===== config.mk =====
export PLATFORM = sky130hd
export DESIGN_NAME = quadratic_easing_interpolator
export DESIGN_NICKNAME = d
export VERILOG_FILES = /design/src/rtl/qei_pkg.sv /design/src/rtl/qei_ctrl.sv /design/src/rtl/qei_datapath.sv /design/src/rtl/quadratic_easing_interpolator.sv
export VERILOG_INCLUDE_DIRS = /design/src /design/src/rtl
export SDC_FILE = /design/constraint.sdc
export NUM_CORES = 2
export LEC_CHECK = 0
export ABC_AREA = 1
export BUFFER_PORTS_ARGS = -buffer_cell sky130_fd_sc_hd__buf_2
export CAP_MARGIN = 10
export CORE_MARGIN = 3
export CORE_UTILIZATION = 40
export DETAILED_ROUTE_END_ITERATION = 16
export GPL_TIMING_DRIVEN = 0
export SLEW_MARGIN = 20
export SYNTH_ARGS = -nofsm -noshare
export SYNTH_HDL_FRONTEND = slang
export SYNTH_SLANG_ARGS = --single-unit
export TNS_END_PERCENT = 50

===== constraint.sdc =====
create_clock -name clk -period 10.2 [get_ports clk]
set_input_delay 1.53 -clock clk [delete_from_list [all_inputs] [get_ports clk]]
set_output_delay 1.53 -clock clk [all_outputs]
set_load 0.05 [all_outputs]

===== src/rtl/assert_macros.svh =====
// ---------------------------------------------------------------------------
// assert_macros.svh
// assertion helpers shared by the easing interpolator rtl
// ---------------------------------------------------------------------------
`ifndef ASSERT_MACROS_SVH
`define ASSERT_MACROS_SVH

// same-cycle implication, sampled on clk, off while rst is high
`define QEI_ASSERT_IMPL(name, ante, cons, msg) \
  name: assert property (@(posedge clk) disable iff (rst) (ante) |-> (cons)) \
    else $error(msg);

// next-cycle implication, sampled on clk, off while rst is high
`define QEI_ASSERT_NEXT(name, ante, cons, msg) \
  name: assert property (@(posedge clk) disable iff (rst) (ante) |=> (cons)) \
    else $error(msg);

`endif


===== src/rtl/qei_pkg.sv =====
// ---------------------------------------------------------------------------
// qei_pkg
// shared constants, register indexes and control types of the easing engine
// ---------------------------------------------------------------------------
package qei_pkg;

  localparam int POSITION_WIDTH_DEF = 16;
  localparam int DURATION_WIDTH_DEF = 16;
  localparam int FRACTION_BITS_DEF  = 16;

  localparam int REG_INDEX_WIDTH = 2;
  localparam int MODE_WIDTH      = 2;

  // configuration register indexes
  localparam logic [REG_INDEX_WIDTH-1:0] REG_START_VALUE = 2'd0;
  localparam logic [REG_INDEX_WIDTH-1:0] REG_END_VALUE   = 2'd1;
  localparam logic [REG_INDEX_WIDTH-1:0] REG_DURATION    = 2'd2;
  localparam logic [REG_INDEX_WIDTH-1:0] REG_CURVE_MODE  = 2'd3;

  // curve modes, the unused codes run as in-out
  localparam logic [MODE_WIDTH-1:0] MODE_EASE_IN  = 2'd0;
  localparam logic [MODE_WIDTH-1:0] MODE_EASE_OUT = 2'd1;

  typedef struct packed {
    logic accept;
    logic div_init;
    logic div_step;
    logic shape_mul;
    logic curve;
    logic scale_mul;
    logic round;
    logic load_out;
  } qei_cmd_t;

  typedef struct packed {
    logic early;
    logic out_free;
  } qei_status_t;

endpackage


===== src/rtl/qei_ctrl.sv =====
// ---------------------------------------------------------------------------
// qei_ctrl
// sequencer: tick update, serial division, curve multiply, scale, output
// ---------------------------------------------------------------------------
module qei_ctrl import qei_pkg::*; #(
  parameter int FRACTION_BITS = FRACTION_BITS_DEF
) (
  input  logic        clk,
  input  logic        rst,
  input  logic        in_valid,
  output logic        in_ready,
  input  qei_status_t status,
  output qei_cmd_t    cmd
);

  localparam int CNT_W = $clog2(FRACTION_BITS);

  typedef enum logic [2:0] {
    ST_IDLE,
    ST_CHECK,
    ST_DIV,
    ST_SHAPE,
    ST_CURVE,
    ST_SCALE,
    ST_ROUND,
    ST_OUT
  } state_t;

  state_t           state;
  logic [CNT_W-1:0] bit_cnt;

  always_ff @(posedge clk) begin
    if (rst) begin
      state   <= ST_IDLE;
      bit_cnt <= '0;
    end else begin
      unique case (state)
        ST_IDLE: begin
          if (in_valid) state <= ST_CHECK;
        end
        ST_CHECK: begin
          bit_cnt <= '0;
          // idle curve or end reached: no arithmetic needed
          state   <= status.early ? ST_OUT : ST_DIV;
        end
        ST_DIV: begin
          bit_cnt <= bit_cnt + 1'b1;
          if (bit_cnt == CNT_W'(FRACTION_BITS - 1)) state <= ST_SHAPE;
        end
        ST_SHAPE: state <= ST_CURVE;
        ST_CURVE: state <= ST_SCALE;
        ST_SCALE: state <= ST_ROUND;
        ST_ROUND: state <= ST_OUT;
        ST_OUT: begin
          if (status.out_free) state <= ST_IDLE;
        end
        default: state <= ST_IDLE;
      endcase
    end
  end

  assign in_ready = (state == ST_IDLE);

  always_comb begin
    cmd           = '0;
    cmd.accept    = (state == ST_IDLE) && in_valid;
    cmd.div_init  = (state == ST_CHECK);
    cmd.div_step  = (state == ST_DIV);
    cmd.shape_mul = (state == ST_SHAPE);
    cmd.curve     = (state == ST_CURVE);
    cmd.scale_mul = (state == ST_SCALE);
    cmd.round     = (state == ST_ROUND);
    cmd.load_out  = (state == ST_OUT) && status.out_free;
  end

endmodule


===== src/rtl/qei_datapath.sv =====
// ---------------------------------------------------------------------------
// qei_datapath
// config registers, tick counter, restoring divider, curve and scale math
// ---------------------------------------------------------------------------
module qei_datapath import qei_pkg::*; #(
  parameter int  POSITION_WIDTH = POSITION_WIDTH_DEF,
  parameter int  DURATION_WIDTH = DURATION_WIDTH_DEF,
  parameter int  FRACTION_BITS  = FRACTION_BITS_DEF,
  localparam int CFG_W = (POSITION_WIDTH > DURATION_WIDTH) ? POSITION_WIDTH : DURATION_WIDTH
) (
  input  logic                             clk,
  input  logic                             rst,
  input  logic                             cfg_we,
  input  logic [REG_INDEX_WIDTH-1:0]       cfg_addr,
  input  logic [CFG_W-1:0]                 cfg_wdata,
  input  logic                             restart,
  input  qei_cmd_t                         cmd,
  output qei_status_t                      status,
  input  logic                             out_ready,
  output logic                             out_valid,
  output logic signed [POSITION_WIDTH-1:0] position,
  output logic                             finished
);

  localparam int P  = POSITION_WIDTH;
  localparam int D  = DURATION_WIDTH;
  localparam int F  = FRACTION_BITS;
  localparam int SW = P + F + 3;

  localparam logic [F:0]   ONE_Q = (F+1)'(1) << F;
  localparam logic [F+1:0] TWO_Q = (F+2)'(1) << (F + 1);

  logic signed [P-1:0] start_value;
  logic signed [P-1:0] end_value;
  logic [D-1:0]        duration;
  logic [MODE_WIDTH-1:0] curve_mode;

  logic [D-1:0] elapsed;
  logic         running;
  logic [D:0]   rem;
  logic [F-1:0] quo;

  logic [2*F+1:0]       shape_prod;
  logic [F:0]           ease;
  logic signed [SW-1:0] scale_prod;
  logic [P-1:0]         delta;

  logic [D-1:0]         dur_eff;
  logic                 at_end;
  logic [D:0]           rem_sh;
  logic                 rem_ge;
  logic [F:0]           u_w;
  logic                 hi_half;
  logic [F-1:0]         op_a;
  logic [F+1:0]         op_b;
  logic [F:0]           ease_next;
  logic signed [P:0]    diff;
  logic signed [SW-1:0] biased;

  always_ff @(posedge clk) begin
    if (rst) begin
      start_value <= '0;
      end_value   <= '0;
      duration    <= D'(1);
      curve_mode  <= MODE_EASE_IN;
    end else if (cfg_we) begin
      unique case (cfg_addr)
        REG_START_VALUE: start_value <= cfg_wdata[P-1:0];
        REG_END_VALUE:   end_value   <= cfg_wdata[P-1:0];
        REG_DURATION:    duration    <= cfg_wdata[D-1:0];
        REG_CURVE_MODE:  curve_mode  <= cfg_wdata[MODE_WIDTH-1:0];
        default: ;
      endcase
    end
  end

  // zero duration runs as one tick
  assign dur_eff = (duration == '0) ? D'(1) : duration;
  assign at_end  = (elapsed >= dur_eff);

  assign status.early    = !running || at_end;
  assign status.out_free = !out_valid || out_ready;

  always_ff @(posedge clk) begin
    if (rst) begin
      elapsed <= '0;
      running <= 1'b0;
    end else if (cmd.accept) begin
      if (restart) begin
        elapsed <= '0;
        running <= 1'b1;
      end else if (running && !at_end) begin
        elapsed <= elapsed + 1'b1;
      end
    end
  end

  // restoring division of elapsed * 2^F by duration, one quotient bit a cycle
  assign rem_sh = {rem[D-1:0], 1'b0};
  assign rem_ge = (rem_sh >= {1'b0, dur_eff});

  always_ff @(posedge clk) begin
    if (cmd.div_init) begin
      rem <= {1'b0, elapsed};
    end else if (cmd.div_step) begin
      rem <= rem_ge ? (rem_sh - {1'b0, dur_eff}) : rem_sh;
      quo <= {quo[F-2:0], rem_ge};
    end
  end

  // curve operands, quo holds t from here on
  assign u_w     = ONE_Q - {1'b0, quo};
  assign hi_half = curve_mode[1] && quo[F-1];
  assign op_a    = hi_half ? u_w[F-1:0] : quo;

  always_comb begin
    unique case (curve_mode)
      MODE_EASE_IN:  op_b = {2'b00, quo};
      MODE_EASE_OUT: op_b = TWO_Q - {2'b00, quo};
      default:       op_b = {2'b00, op_a};
    endcase
  end

  always_comb begin
    unique case (curve_mode)
      MODE_EASE_IN, MODE_EASE_OUT: ease_next = shape_prod[2*F:F];
      default: begin
        // in-out doubles the square; upper half mirrors around one
        if (quo[F-1]) ease_next = ONE_Q - shape_prod[2*F-1:F-1];
        else          ease_next = shape_prod[2*F-1:F-1];
      end
    endcase
  end

  assign diff = {end_value[P-1], end_value} - {start_value[P-1], start_value};

  // truncate toward zero: bias negative products before the shift
  assign biased = scale_prod + (scale_prod[SW-1] ? SW'(ONE_Q - 1'b1) : SW'(0));

  always_ff @(posedge clk) begin
    if (cmd.shape_mul) shape_prod <= (2*F+2)'(op_a) * (2*F+2)'(op_b);
    if (cmd.curve)     ease       <= ease_next;
    if (cmd.scale_mul) scale_prod <= SW'(diff) * SW'($signed({1'b0, ease}));
    if (cmd.round)     delta      <= biased[F+P-1:F];
  end

  always_ff @(posedge clk) begin
    if (rst) begin
      out_valid <= 1'b0;
    end else if (cmd.load_out) begin
      out_valid <= 1'b1;
    end else if (out_ready) begin
      out_valid <= 1'b0;
    end
  end

  always_ff @(posedge clk) begin
    if (cmd.load_out) begin
      finished <= running && at_end;
      if (!running)    position <= start_value;
      else if (at_end) position <= end_value;
      else             position <= start_value + $signed(delta);
    end
  end

endmodule


===== src/rtl/quadratic_easing_interpolator.sv =====
// ---------------------------------------------------------------------------
// quadratic_easing_interpolator
// quadratic ease-in / ease-out / in-out position generator, one word per tick
// ---------------------------------------------------------------------------
//  channel   dir  fields (lsb first)                    handshake
//  s_axis    in   tdata: restart                        tvalid/tready
//  m_axis    out  tdata: position, finished             tvalid/tready
//  cfg       in   start, end, duration, curve_mode      cfg_we, no wait
//
//  a running tick passes check, the serial restoring divider (one quotient
//  bit a cycle), shape, curve, scale, round and out before ready again;
//  a tick before the first restart or past the end goes from check to out.
//  the next tick is accepted while a result still waits on m_axis; the
//  sequencer then holds its last step until the output register is free.
//  rst is synchronous: counter stopped, config registers back to defaults.
// ---------------------------------------------------------------------------
module quadratic_easing_interpolator import qei_pkg::*; #(
  parameter int  POSITION_WIDTH = POSITION_WIDTH_DEF,
  parameter int  DURATION_WIDTH = DURATION_WIDTH_DEF,
  parameter int  FRACTION_BITS  = FRACTION_BITS_DEF,
  localparam int CFG_W = (POSITION_WIDTH > DURATION_WIDTH) ? POSITION_WIDTH : DURATION_WIDTH,
  localparam int OUT_W = ((POSITION_WIDTH + 1 + 7) / 8) * 8
) (
  input  logic                       clk,
  input  logic                       rst,
  input  logic                       cfg_we,
  input  logic [REG_INDEX_WIDTH-1:0] cfg_addr,
  input  logic [CFG_W-1:0]           cfg_wdata,
  input  logic                       s_axis_tvalid,
  output logic                       s_axis_tready,
  input  logic [7:0]                 s_axis_tdata,   // restart
  output logic                       m_axis_tvalid,
  input  logic                       m_axis_tready,
  output logic [OUT_W-1:0]           m_axis_tdata    // position, finished
);

  `include "assert_macros.svh"

  qei_cmd_t    cmd;
  qei_status_t status;

  logic signed [POSITION_WIDTH-1:0] position;
  logic                             finished;

  qei_ctrl #(
    .FRACTION_BITS (FRACTION_BITS)
  ) u_ctrl (
    .clk      (clk),
    .rst      (rst),
    .in_valid (s_axis_tvalid),
    .in_ready (s_axis_tready),
    .status   (status),
    .cmd      (cmd)
  );

  qei_datapath #(
    .POSITION_WIDTH (POSITION_WIDTH),
    .DURATION_WIDTH (DURATION_WIDTH),
    .FRACTION_BITS  (FRACTION_BITS)
  ) u_datapath (
    .clk       (clk),
    .rst       (rst),
    .cfg_we    (cfg_we),
    .cfg_addr  (cfg_addr),
    .cfg_wdata (cfg_wdata),
    .restart   (s_axis_tdata[0]),
    .cmd       (cmd),
    .status    (status),
    .out_ready (m_axis_tready),
    .out_valid (m_axis_tvalid),
    .position  (position),
    .finished  (finished)
  );

  assign m_axis_tdata = OUT_W'({finished, position});

  `QEI_ASSERT_NEXT(a_accept_blocks, s_axis_tvalid && s_axis_tready, !s_axis_tready, "ready after accept")
  `QEI_ASSERT_IMPL(a_load_when_free, cmd.load_out, !m_axis_tvalid || m_axis_tready, "output overwritten")
  `QEI_ASSERT_NEXT(a_load_shows, cmd.load_out, m_axis_tvalid, "loaded word not shown")

endmodule

==> out/results.txt <==
outcome = complete, no violations
Clk Latency, worst-skew pair = 0.55 ns
synth unique cells = 60
final setup TNS = 0 ns
Initial Util = 40.5%
Slew Viols, Final = 0
Post-DP HPWL = 76100 um
die height = 289 um
commonest cells after routing, fill and taps aside = inv_1 (821), nand2_1 (756), fa_1 (447), nor2_1 (435), ha_1 (309)
die area = 83700 um2
final setup vio count = 0
worst path arrival time = 9.32 ns
Final #Nets = 4943
largest family of logic cells by synthesized area = adder cells
Worst Setup End Kind = register
RSZ-0062 raised after global routing = false
Primary FF master, synth = edfxtp_1
post_cts resized = 0
f_max = 0.111 GHz
synthesized area = 32100 um2
Regs by FF count = u_datapath.scale_prod x33, u_datapath.shape_prod x18, u_datapath.ease x17
CTS Root Cell = clkbuf_16
CTS tree = yes
Max Fanout on Critical Path = 10
Compound-Gate Fraction of Synth Area = 8.20%
Synth warnings = 0
Slew HR = 28.1%
slowest CP cell = fa_1
Critical Setup Path Class = reg -> reg
via count = 26533
I/O Pins = 57
Core Region = 79300 um2
grt ovf = 0
initial antenna violation count = 0
worst min path class = reg -> reg
CTS H-tree depth = 1
largest net degree at the start of global routing = 30
Mapped Avg Cell Area = 7.90 um2
CTS Buffer Depth = 3
Post-Synth Adder-Cell Area = 39.9%
Post-CTS Setup Bufs = 0
Setup crit start kind = register
Worst Path Buf+Inv = 7
Initial DRC Count = 1978
XOR/XNOR Fraction of Synth Area = 2.64%
top cells by area, synth = fa_1 (28%), edfxtp_1 (12%), ha_1 (12%)
Post-synth EDFFs = 133
hold buffer count at CTS = 0
most common cell after layout, fill and taps aside = inv_1
Vias/cell = 5.08
Clock Pin Slew Worst Setup and Hold Paths = 0.06 ns
final hold vios = 0
first-pass GRT wire length = 145000 um
CP required = 10.50 ns
slew at the pin with the worst max-slew slack = 1.08 ns
clock sink count = 208
WL final = 90300 um
register bit total from synthesis = 208
routed len/inst = 17.3 um
Largest Register = u_datapath.scale_prod
shortest period the worst path allows = 9.03 ns
Layout Skew = 0.0171 ns
vias in the first global route = 26355
Synth area leader = fa_1
max FFs per register = 33
Placer Congestion = 1.02
drt first pass iters = 6
most used cell, CP = nand2_1
Port-buffer cells = 42
Critical Path Max Stage Delay = 0.58 ns
cell count after synthesis = 4064
max-cap violation count = 0
sequential cell area fraction in the yosys report = 17.1%
Post-Synth Simple-Gate Area = 20.4%
layout cells sized above 1 = 4.98%
# diodes = 0
CTS Buf Count = 24
Antenna Nets Post-Route = 0
DRC Markers = 0
Post-synth ARST share = 0%
Layout area overhead = 7.66%
Final period util = 88.5%
mux cell area share after synthesis = 0%
FP Rows = 103
top-area cell type share of the netlist area = 27.9%
Die W = 289 um
GRT Total Usage = 22.0%
kind of cell adding the most delay to the critical path = adder cells
==> tightest hold or removal path: stages (launching register included) <==
cell and delay (ns):
dfxtp_1 0.31, nand2_1 0.06, a21oi_1 0.06
==> synth_stat cells (all sizes together), types with 13 or more instances <==
cell type,count
inv,839
nand2,775
fa,447
nor2,445
ha,309
nand3,251
a21oi,206
o21ai,167
edfxtp,133
dfxtp,75
xor2,66
clkbuf,60
buf,50
nor3,41
xnor2,30
nand4,27
a21o,17
o211ai,15
o21a,15
or2,13
==> metrics by stage <==
step / instance area (um2) / hold slack [ns] / setup WS [ns] / util, % / std cells
6_report: 34600 / 0.468 / 1.17 / 43.6 / 5224
5_1_grt: 34600 / 0.488 / 0.716 / 43.6 / 5224
4_1_cts: 34600 / 0.470 / 1.21 / 43.6 / 5224
3_5_place_dp: 33800 / 0.461 / 1.28 / 42.6 / 5180
3_3_place_gp: 33700 / 0.458 / 1.25 / 42.5 / 5176
2_1_floorplan: 32200 / 0.445 / 3.08 / - / 4084
==> cell families after synthesis <==
| family | Yosys count |
|---|---|
| other | 2 |
| flip-flops | 208 |
| AND/OR/NAND/NOR | 1572 |
| AO/OA/AOI/OAI | 469 |
| buffers and inverters | 961 |
| adder cells (fa/ha/maj) | 756 |
| XOR/XNOR | 96 |
==> layer usage <==
| metal | wire length, um | GRT usage (%) | vias to the layer above |
|---|---|---|---|
| li1 | - | - | 12846 |
| met1 | 40600 | 31.3 | 12597 |
| met2 | 39700 | 34.5 | 937 |
| met3 | 7040 | 3.38 | 153 |
| met4 | 2990 | 6.48 | 0 |
| met5 | 0 | 0 | - |
==> cell type report <==
| cell class | instances | area [um2] |
|---|---|---|
| Clock buffer | 34 | 691 |
| Timing Repair Buffer | 46 | 260 |
| Fill cell | 8119 | 44700 |
| Clock inverter | 10 | 92.6 |
| Sequential cell | 208 | 5500 |
| Multi-Input combinational cell | 2915 | 23000 |
| Buffer | 110 | 554 |
| Inverter | 851 | 3200 |
| Tap cell | 1050 | 1310 |
==> final timing paths <==
kind / start / end / slack, ns / cells past startpoint
worst min-delay path: u_ctrl.bit_cnt[3] / u_ctrl.bit_cnt[3] / 0.47 / 2
worst max register to register: u_datapath.quo[0] / u_datapath.shape_prod[30] / 1.17 / 31
worst min register to register: u_ctrl.bit_cnt[3] / u_ctrl.bit_cnt[3] / 0.47 / 2
worst max-delay path: u_datapath.quo[0] / u_datapath.shape_prod[30] / 1.17 / 31
Power is left out: the tool's default activity adds up to more than one toggle a clock period on the data nets, which glitch-free logic cannot reach.
